===== config.mk =====
export PLATFORM = sky130hd
export DESIGN_NAME = torus_dimension_order_route
export DESIGN_NICKNAME = d
export VERILOG_FILES = /design/src/sv/tdor_pkg.sv /design/src/sv/tdor_front.sv /design/src/sv/tdor_div.sv /design/src/sv/tdor_back.sv /design/src/sv/torus_dimension_order_route.sv
export SDC_FILE = /design/constraint.sdc
export NUM_CORES = 1
export LEC_CHECK = 0
export BUFFER_PORTS_ARGS = -buffer_cell sky130_fd_sc_hd__buf_2
export CAP_MARGIN = 30
export CORE_AREA = 2 2 152 213
export DETAILED_ROUTE_END_ITERATION = 10
export DIE_AREA = 0 0 154 215
export PLACE_DENSITY = 0.8
export SKIP_LAST_GASP = 1
export SLEW_MARGIN = 20
export SYNTH_ARGS = -nofsm -noshare
export SYNTH_HDL_FRONTEND = slang
export SYNTH_SLANG_ARGS = --single-unit

===== constraint.sdc =====
create_clock -name clk -period 9.5 [get_ports clk]
set_input_delay 1.425 -clock clk [delete_from_list [all_inputs] [get_ports clk]]
set_output_delay 1.425 -clock clk [all_outputs]
set_load 0.01 [all_outputs]

===== src/sv/tdor_pkg.sv =====
// Shared types and constants for the torus dimension-order route block.
package tdor_pkg;

	localparam int MAX_DIMS    = 3;
	localparam int MAX_PORTS   = 128;
	localparam int PACKED_DIMS = 3;
	localparam int NDIM        = (MAX_DIMS < PACKED_DIMS) ? MAX_DIMS : PACKED_DIMS;
	localparam int DIV_W       = 20;
	localparam int DIVR_W      = 8;
	localparam int CNT_W       = $clog2(DIV_W + 1);

	localparam logic [2:0] REG_NODE_ID     = 3'd0;
	localparam logic [2:0] REG_DIMS_IN_USE = 3'd1;
	localparam logic [2:0] REG_DIM_SIZES   = 3'd2;
	localparam logic [2:0] REG_DIM_WIDTHS  = 3'd3;
	localparam logic [2:0] REG_HOST_PORTS  = 3'd4;

	typedef struct packed {
		logic [19:0] dest_id;
		logic [6:0]  in_port;
		logic [3:0]  in_vc;
		logic [1:0]  cur_dim;
	} item_t;

	typedef struct packed {
		logic [6:0] out_port;
		logic [3:0] out_vc;
		logic [1:0] out_routing_dim;
		logic       to_local;
		logic       route_error;
	} res_t;

	// effective configuration, zero dims, sizes, widths and host ports already mapped to one
	typedef struct packed {
		logic [15:0]           node_id;
		logic [1:0]            ndims;
		logic [NDIM-1:0][7:0]  sizes;
		logic [NDIM-1:0][3:0]  widths;
		logic [4:0]            lports;
		logic [6:0]            local_start;
	} cfg_t;

endpackage


===== src/sv/tdor_front.sv =====
// Input side: accepts headers, splits the fields and queues them for the back end.
module tdor_front (
	input  logic                clk,
	input  logic                arst_n,
	input  logic                s_tvalid,
	output logic                s_tready,
	input  logic [39:0]         s_tdata,
	output logic                q_valid,
	input  logic                q_pop,
	output tdor_pkg::item_t     q_item
);

	tdor_pkg::item_t mem_q [2];
	logic            wr_ptr_q;
	logic            rd_ptr_q;
	logic [1:0]      count_q;
	tdor_pkg::item_t in_item;
	logic            push;
	logic            pop;

	always_comb begin
		in_item.dest_id = s_tdata[19:0];
		in_item.in_port = s_tdata[26:20];
		in_item.in_vc   = s_tdata[30:27];
		in_item.cur_dim = s_tdata[32:31];
	end

	assign s_tready = (count_q != 2'd2);
	assign q_valid  = (count_q != 2'd0);
	assign push     = s_tvalid && s_tready;
	assign pop      = q_pop && q_valid;

	always_ff @(posedge clk) begin
		if (push) begin
			mem_q[wr_ptr_q] <= in_item;
		end
	end

	always_ff @(posedge clk) begin
		q_item <= pop ? mem_q[~rd_ptr_q] : mem_q[rd_ptr_q];
		if (push && ((count_q == 2'd0) || (pop && count_q == 2'd1))) begin
			q_item <= in_item;
		end
	end

	always_ff @(posedge clk or negedge arst_n) begin
		if (!arst_n) begin
			wr_ptr_q <= 1'b0;
			rd_ptr_q <= 1'b0;
			count_q  <= 2'd0;
		end else begin
			if (push) begin
				wr_ptr_q <= ~wr_ptr_q;
			end
			if (pop) begin
				rd_ptr_q <= ~rd_ptr_q;
			end
			count_q <= count_q + {1'b0, push} - {1'b0, pop};
		end
	end

endmodule


===== src/sv/tdor_div.sv =====
// Bit-serial restoring divider, one quotient bit per cycle.
module tdor_div (
	input  logic                          clk,
	input  logic                          arst_n,
	input  logic                          start,
	input  logic [tdor_pkg::DIV_W-1:0]    dividend,
	input  logic [tdor_pkg::DIVR_W-1:0]   divisor,
	output logic                          done,
	output logic [tdor_pkg::DIV_W-1:0]    quotient,
	output logic [tdor_pkg::DIVR_W-1:0]   remainder
);

	logic [tdor_pkg::DIV_W-1:0]  quo_q;
	logic [tdor_pkg::DIVR_W-1:0] rem_q;
	logic [tdor_pkg::DIVR_W-1:0] dvs_q;
	logic [tdor_pkg::CNT_W-1:0]  cnt_q;
	logic                        busy_q;
	logic                        done_q;
	logic [tdor_pkg::DIVR_W:0]   trial;
	logic                        fits;

	assign trial = {rem_q, quo_q[tdor_pkg::DIV_W-1]};
	assign fits  = (trial >= {1'b0, dvs_q});

	always_ff @(posedge clk) begin
		if (start) begin
			quo_q <= dividend;
			rem_q <= '0;
			dvs_q <= divisor;
		end else if (busy_q) begin
			quo_q <= {quo_q[tdor_pkg::DIV_W-2:0], fits};
			rem_q <= fits ? tdor_pkg::DIVR_W'(trial - {1'b0, dvs_q})
				: trial[tdor_pkg::DIVR_W-1:0];
		end
	end

	always_ff @(posedge clk or negedge arst_n) begin
		if (!arst_n) begin
			busy_q <= 1'b0;
			done_q <= 1'b0;
			cnt_q  <= '0;
		end else begin
			done_q <= 1'b0;
			if (start) begin
				busy_q <= 1'b1;
				cnt_q  <= '0;
			end else if (busy_q) begin
				cnt_q <= cnt_q + 1'b1;
				if (cnt_q == tdor_pkg::CNT_W'(tdor_pkg::DIV_W - 1)) begin
					busy_q <= 1'b0;
					done_q <= 1'b1;
				end
			end
		end
	end

	assign done      = done_q;
	assign quotient  = quo_q;
	assign remainder = rem_q;

endmodule


===== src/sv/tdor_back.sv =====
// Route sequencer: destination split, coordinate extraction, port and VC choice.
module tdor_back (
	input  logic                clk,
	input  logic                arst_n,
	input  tdor_pkg::cfg_t      cfg,
	input  logic                q_valid,
	output logic                q_pop,
	input  tdor_pkg::item_t     q_item,
	output logic                res_valid,
	input  logic                res_ready,
	output tdor_pkg::res_t      res
);

	typedef enum logic [2:0] {S_IDLE, S_DLP, S_CRD, S_SEL, S_DW, S_OUT} state_t;

	state_t                            state_q;
	tdor_pkg::item_t                   item_q;
	tdor_pkg::res_t                    res_q;
	logic [19:0]                       qdest_q;
	logic [1:0]                        idx_q;
	logic                              side_q;
	logic [tdor_pkg::NDIM-1:0][7:0]    my_q;
	logic [tdor_pkg::NDIM-1:0][7:0]    dst_q;
	logic [7:0]                        base_q;

	logic                              div_start;
	logic [19:0]                       div_dividend;
	logic [7:0]                        div_divisor;
	logic                              div_done;
	logic [19:0]                       div_quo;
	logic [7:0]                        div_rem;

	tdor_div u_div (
		.clk       (clk),
		.arst_n    (arst_n),
		.start     (div_start),
		.dividend  (div_dividend),
		.divisor   (div_divisor),
		.done      (div_done),
		.quotient  (div_quo),
		.remainder (div_rem)
	);

	// dimension choice over the stored coordinates
	logic       found;
	logic [1:0] sel;
	logic [7:0] sz;
	logic [7:0] myc;
	logic [7:0] dsc;
	logic [8:0] spos;
	logic [8:0] sneg;
	logic [7:0] dpos;
	logic [7:0] dneg;
	logic       go_pos;
	logic [7:0] base;
	logic [3:0] vc_sel;
	logic [3:0] vc_miss;

	always_comb begin
		found = 1'b0;
		sel   = 2'd0;
		base  = 8'd0;
		for (int d = 0; d < tdor_pkg::NDIM; d++) begin
			if (!found && (2'(d) >= item_q.cur_dim) && (2'(d) < cfg.ndims)
				&& (dst_q[d] != my_q[d])) begin
				found = 1'b1;
				sel   = 2'(d);
			end
		end
		for (int d = 0; d < tdor_pkg::NDIM; d++) begin
			if (2'(d) < sel) begin
				base = base + {3'd0, cfg.widths[d], 1'b0};
			end
		end
		sz   = cfg.sizes[sel];
		myc  = my_q[sel];
		dsc  = dst_q[sel];
		spos = {1'b0, dsc} + {1'b0, sz} - {1'b0, myc};
		sneg = {1'b0, myc} + {1'b0, sz} - {1'b0, dsc};
		dpos = (spos >= {1'b0, sz}) ? 8'(spos - {1'b0, sz}) : spos[7:0];
		dneg = (sneg >= {1'b0, sz}) ? 8'(sneg - {1'b0, sz}) : sneg[7:0];
		go_pos = (dpos <= dneg);
		if (!go_pos) begin
			base = base + {4'd0, cfg.widths[sel]};
		end
		vc_sel = (sel > item_q.cur_dim) ? {item_q.in_vc[3:1], 1'b0} : item_q.in_vc;
		if ((myc == 8'd0) && (item_q.in_port < cfg.local_start)) begin
			vc_sel[0] = ~vc_sel[0];
		end
		vc_miss = (item_q.cur_dim < cfg.ndims) ? {item_q.in_vc[3:1], 1'b0}
			: item_q.in_vc;
	end

	logic [8:0] route_port;
	logic [7:0] local_port;
	assign route_port = {1'b0, base_q} + {1'b0, div_rem};
	assign local_port = {1'b0, cfg.local_start} + {3'd0, div_rem[4:0]};

	assign q_pop     = (state_q == S_IDLE) && q_valid;
	assign res_valid = (state_q == S_OUT);
	assign res       = res_q;

	always_ff @(posedge clk or negedge arst_n) begin
		if (!arst_n) begin
			state_q      <= S_IDLE;
			div_start    <= 1'b0;
			div_dividend <= '0;
			div_divisor  <= '0;
			idx_q        <= '0;
			side_q       <= 1'b0;
			item_q       <= '0;
			res_q        <= '0;
			qdest_q      <= '0;
			my_q         <= '0;
			dst_q        <= '0;
			base_q       <= '0;
		end else begin
			div_start <= 1'b0;
			unique case (state_q)
				S_IDLE: begin
					if (q_valid) begin
						item_q       <= q_item;
						div_dividend <= q_item.dest_id;
						div_divisor  <= {3'd0, cfg.lports};
						div_start    <= 1'b1;
						state_q      <= S_DLP;
					end
				end
				S_DLP: begin
					if (div_done) begin
						qdest_q <= div_quo;
						if (div_quo == {4'd0, cfg.node_id}) begin
							res_q.out_port        <= local_port[6:0];
							res_q.out_vc          <= item_q.in_vc;
							res_q.out_routing_dim <= item_q.cur_dim;
							res_q.to_local        <= 1'b1;
							res_q.route_error     <= 1'b0;
							state_q               <= S_OUT;
						end else begin
							idx_q        <= 2'd0;
							side_q       <= 1'b0;
							div_dividend <= {4'd0, cfg.node_id};
							div_divisor  <= cfg.sizes[0];
							div_start    <= 1'b1;
							state_q      <= S_CRD;
						end
					end
				end
				S_CRD: begin
					if (div_done) begin
						if (side_q) begin
							dst_q[idx_q] <= div_rem;
						end else begin
							my_q[idx_q] <= div_rem;
						end
						if (idx_q + 2'd1 < cfg.ndims) begin
							idx_q        <= idx_q + 2'd1;
							div_dividend <= div_quo;
							div_divisor  <= cfg.sizes[idx_q + 2'd1];
							div_start    <= 1'b1;
						end else if (!side_q) begin
							idx_q        <= 2'd0;
							side_q       <= 1'b1;
							div_dividend <= qdest_q;
							div_divisor  <= cfg.sizes[0];
							div_start    <= 1'b1;
						end else begin
							state_q <= S_SEL;
						end
					end
				end
				S_SEL: begin
					if (found) begin
						base_q                <= base;
						res_q.out_vc          <= vc_sel;
						res_q.out_routing_dim <= sel;
						div_dividend          <= {12'd0, go_pos ? dpos : dneg};
						div_divisor           <= {4'd0, cfg.widths[sel]};
						div_start             <= 1'b1;
						state_q               <= S_DW;
					end else begin
						res_q.out_port        <= 7'd0;
						res_q.out_vc          <= vc_miss;
						res_q.out_routing_dim <= (item_q.cur_dim < cfg.ndims) ? cfg.ndims
							: item_q.cur_dim;
						res_q.to_local        <= 1'b0;
						res_q.route_error     <= 1'b1;
						state_q               <= S_OUT;
					end
				end
				S_DW: begin
					if (div_done) begin
						res_q.to_local <= 1'b0;
						if (route_port >= 9'(tdor_pkg::MAX_PORTS)) begin
							res_q.out_port    <= 7'd0;
							res_q.route_error <= 1'b1;
						end else begin
							res_q.out_port    <= route_port[6:0];
							res_q.route_error <= 1'b0;
						end
						state_q <= S_OUT;
					end
				end
				S_OUT: begin
					if (res_ready) begin
						state_q <= S_IDLE;
					end
				end
				default: state_q <= S_IDLE;
			endcase
		end
	end

endmodule


===== src/sv/torus_dimension_order_route.sv =====
// Torus dimension-order route computation with dateline VC selection.
// Usage:
//   s_* channel takes one packet header per item (destination, arrival port,
//   arrival VC, current dimension); m_* channel returns one result item per header.
//   cfg_* writes a register (0 node id, 1 dims in use, 2 ring sizes,
//   3 link counts, 4 host ports per router); other indexes are dropped.
//   cfg_ready is always high. Write only while no header is in flight.
// Sequencing: one shared serial divider does every split. A header first has
//   its destination divided by the host port count; a quotient equal to the
//   node id gives a local delivery. Otherwise the node id and then the router
//   part of the destination are split into one coordinate per dim in use, and
//   a differing dimension is chosen (none gives a route error); a network route
//   takes a last division of the ring distance by the link count. One header is
//   worked on at a time; the next is taken only after the result is accepted.
// A two-entry queue in front takes new headers while the back end works or
//   while a result waits on a stalled m_tready; s_tready drops when it is
//   full, and the result is held stable until taken.
// Reset empties the queue, idles the sequencer and loads the registers
//   with their defaults (3 dims, rings of 4, one link, one host port).
module torus_dimension_order_route (
	input  logic        clk,
	input  logic        arst_n,
	input  logic        s_tvalid,
	output logic        s_tready,
	input  logic [39:0] s_tdata,   // dest_id[19:0], in_port[26:20], in_vc[30:27], cur_dim[32:31]
	output logic        m_tvalid,
	input  logic        m_tready,
	output logic [15:0] m_tdata,   // out_port[6:0], out_vc[10:7], out_routing_dim[12:11]
	output logic [1:0]  m_tuser,   // to_local[0], route_error[1]
	input  logic        cfg_valid,
	output logic        cfg_ready,
	input  logic [2:0]  cfg_index,
	input  logic [23:0] cfg_data
);

	logic [15:0] node_id_q;
	logic [1:0]  dims_q;
	logic [23:0] sizes_q;
	logic [11:0] widths_q;
	logic [4:0]  lports_q;

	assign cfg_ready = 1'b1;

	always_ff @(posedge clk or negedge arst_n) begin
		if (!arst_n) begin
			node_id_q <= 16'd0;
			dims_q    <= 2'd3;
			sizes_q   <= 24'h040404;
			widths_q  <= 12'h111;
			lports_q  <= 5'd1;
		end else if (cfg_valid) begin
			unique case (cfg_index)
				tdor_pkg::REG_NODE_ID:     node_id_q <= cfg_data[15:0];
				tdor_pkg::REG_DIMS_IN_USE: dims_q    <= cfg_data[1:0];
				tdor_pkg::REG_DIM_SIZES:   sizes_q   <= cfg_data;
				tdor_pkg::REG_DIM_WIDTHS:  widths_q  <= cfg_data[11:0];
				tdor_pkg::REG_HOST_PORTS:  lports_q  <= cfg_data[4:0];
				default: ;
			endcase
		end
	end

	tdor_pkg::cfg_t cfg;

	always_comb begin
		cfg.node_id = node_id_q;
		cfg.ndims   = (dims_q == 2'd0) ? 2'd1 : dims_q;
		if (cfg.ndims > 2'(tdor_pkg::NDIM)) begin
			cfg.ndims = 2'(tdor_pkg::NDIM);
		end
		cfg.lports      = (lports_q == 5'd0) ? 5'd1 : lports_q;
		cfg.local_start = 7'd0;
		for (int d = 0; d < tdor_pkg::NDIM; d++) begin
			cfg.sizes[d]  = (sizes_q[8*d +: 8] == 8'd0) ? 8'd1 : sizes_q[8*d +: 8];
			cfg.widths[d] = (widths_q[4*d +: 4] == 4'd0) ? 4'd1 : widths_q[4*d +: 4];
			if (2'(d) < cfg.ndims) begin
				cfg.local_start = cfg.local_start + {2'd0, cfg.widths[d], 1'b0};
			end
		end
	end

	logic            q_valid;
	logic            q_pop;
	tdor_pkg::item_t q_item;
	tdor_pkg::res_t  res;

	tdor_front u_front (
		.clk      (clk),
		.arst_n   (arst_n),
		.s_tvalid (s_tvalid),
		.s_tready (s_tready),
		.s_tdata  (s_tdata),
		.q_valid  (q_valid),
		.q_pop    (q_pop),
		.q_item   (q_item)
	);

	tdor_back u_back (
		.clk       (clk),
		.arst_n    (arst_n),
		.cfg       (cfg),
		.q_valid   (q_valid),
		.q_pop     (q_pop),
		.q_item    (q_item),
		.res_valid (m_tvalid),
		.res_ready (m_tready),
		.res       (res)
	);

	assign m_tdata = {3'd0, res.out_routing_dim, res.out_vc, res.out_port};
	assign m_tuser = {res.route_error, res.to_local};

endmodule


==> metrics <==
Fillers=2379; worst reg2reg path startpoint=u_back.my_q[15]; WL/cell=~21 µm; CTS buffer count=31; Antenna Cells=0; hold slack=0.4534 ns; # clock sinks=340; CTS Root Cell=clkbuf_16; hpwl dp=35790 µm; row count=just under 80; critical path's slowest cell=a221oi_1; Warnings, synthesis=0; worst hold path class=reg2reg; Antenna Nets Post-Route=0; commonest cells after routing, fill and taps aside=199 x dfrtp_1, 164 x mux2_2, 153 x nand2_1; status=finished clean; max incr delay on CP=between 0.6 and 0.7 ns; Final Hold Viols=0; Pwr Density=331.5 nW/µm²; register area=~8800 µm²; Routed WL=around 49000 µm; number of max-cap violations=0; prevailing post-synth register cell=dfrtp_1; most common cell after layout, fill and taps aside=dfrtp_1; Final period util=around 93%; initial antenna violation count=0; Tot Pwr=slightly below 7 mW; nets=between 2000 and 2500; CP dominant cell by count=ha_1; CP Launch Type=flip-flop; Post-synth EDFFs=around 90; all-layer global routing usage=29.55%; Mapped Cells=approximately 1800; htree depth=1; vias per cell=6.216; Die ar.=about 33000 µm²; Port Buffers=80; crit-path leading delay family=compound AO/OA/AOI/OAI gates; mapped cell area=~19000 µm²; initial detailed-routing violation count=990; Area Growth Syn to Fin=9.857%; critical path peak fanout=24; post-route setup TNS=0 ns; clk_lat worst skew=a little under 0.6 ns; Synth async-reset ratio=around three fifths; Clock Path Buffers=3; Worst-Margin Slew=roughly 1 ns; Die Ht=between 200 and 250 µm; CTS tree=done; first-pass GRT wire length=approximately 77000 µm; Leak=9.437 nW; CP required=9.97 ns; post-synthesis sequential area ratio=between 40% and 50%; Finished Layout Cells=2281; drt first pass iters=6; grt total ovfl=0; unrepaired setup endpoints after global routing=no; final setup fails=0; Peak Freq=113.1 MHz; core box area=31310 µm²; final worst slack=between 0.6 and 0.7 ns; Buf/Inv on CP=1; WS Path Type=reg2reg; share of cells above drive strength 1=about a fifth; register bit total from synthesis=340; pin count of the biggest net entering global routing=slightly below 70; CTS clk-pin slew, worst paths=0.07 ns; Post-CTS Setup Inserts=0; io pins=93; Netlist cell types=84; Hold Crit Start=u_back.div_divisor[5]; multi-input logic area=about 9500 µm²; DRC violations left=0; vias in the first global route=around 14000; routability congestion estimate=0.9627; Hold-fix buffers, CTS=0; post-cts sizing count=0; Critical Path Start=u_back.my_q[15]; Final Critical Period=8.844 ns; DIE WIDTH=154 µm; VDD IR-drop max=between 0.4 and 0.5 mV; Crit. End Element=flip-flop; Slew Limit Fails=0; total number of vias=roughly 14000; skew final=0.01501 ns; Placed Cells=2223; Worst Path Arrival=between 9 and 10 ns; relative max-transition margin=33.48%; Avg Synthesized Cell Area=around 11 µm²; Initial Util=between 60% and 70%; worst slack at placement=0.8321 ns
## cell usage after synthesis (all sizes together) (10+ instances only)
library cell	instances	share of area, %
nor3	38	1.1
a21o	20	0.79
nor2	124	2.5
nand4	25	0.82
dfrtp	199	26
and3	14	0.46
mux2i	43	2.3
nor3b	10	0.39
xnor2	52	2.4
ha	94	6.2
nand2	154	3.0
nand3	19	0.57
fa	25	2.6
o21ai	97	2.6
nor2b	21	0.69
inv	112	2.2
a21oi	139	3.7
mux2	164	9.7
xor2	37	1.7
edfxtp	92	15
nand2b	13	0.43
nor4	14	0.64
buf	28	0.74
o21a	16	0.63
a221oi	17	0.87
dfxtp	40	4.2
clkbuf	57	1.1
## layout make-up
cell class | count | area share, %
Sequential cell | 340 | 41.97
Clock inverter | 16 | 0.6699
Multi-Input combinational cell | 1268 | 45.57
Timing Repair Buffer | 109 | 3.152
Inverter | 112 | 2.022
Tap cell | 395 | 2.363
Clock buffer | 41 | 4.253
## layer usage
metal | wire length [µm] | up-vias | track usage (%)
met4 | 3004 | 0 | 16.45
met5 | 0 | - | 0
li1 | - | 6558 | -
met2 | 24750 | 502 | 51.99
met3 | 2422 | 168 | 3.549
met1 | 18570 | 6950 | 35.09
## logic make-up (layout without fill, tap and decap cells)
group	Yosys count	after routing	synth area share [%]
simple gates	456	456	11.43
compound gates	393	393	13.48
flops	340	340	46.11
mux	207	207	11.96
buf+inv	197	278	4.087
fa+ha+maj	119	119	8.805
xor+xnor	89	89	4.094
other cells	2	4	0.03944
## path summary, 6_finish.rpt
kind / to / slack [ns] / cells after the start
worst max-delay path: u_back.div_dividend[6] / 0.66 / 30
worst min-delay path: u_back.u_div.dvs_q[5] / 0.45 / 0
worst max register to register: u_back.div_dividend[6] / 0.66 / 30
worst min register to register: u_back.u_div.dvs_q[5] / 0.45 / 0
max in group asynchronous: lports_q[0] / 7.12 / 4
min in group asynchronous: sizes_q[17] / 0.82 / 1
## sequential cells by signal, summed over array words and instances, names as in the netlist, 3 cells and up
| signal | cells |
|---|---|
| sizes_q | 24 |
| widths_q | 12 |
| u_back.dst_q | 24 |
| u_back.u_div.cnt_q | 5 |
| u_back.res | 15 |
| u_back.u_div.dvs_q | 8 |
| u_front.q_item | 32 |
| node_id_q | 16 |
| u_back.u_div.quotient | 20 |
| u_front.mem_q | 64 |
| u_back.qdest_q | 20 |
| lports_q | 5 |
| u_back.u_div.remainder | 8 |
| u_back.item_q | 12 |
| u_back.div_dividend | 20 |
| u_back.my_q | 24 |
| u_back.div_divisor | 8 |
| u_back.base_q | 8 |
| u_back.state_q | 3 |
## report_power, final
part	switching, mW	internal, mW	total (mW)
clock	0.547	0.714	1.26
sequential	0.316	1.92	2.24
combinational	2.03	1.41	3.44
total	2.89	4.04	6.93
## through the flow
stage          util (%)  instance area, µm²
2_1_floorplan         -               19050
3_3_place_gp      63.35               19840
3_5_place_dp      63.43               19860
4_1_cts           66.72               20890
5_1_grt           66.81               20920
6_report          66.81               20920
Power figures use the tool's default switching activity.
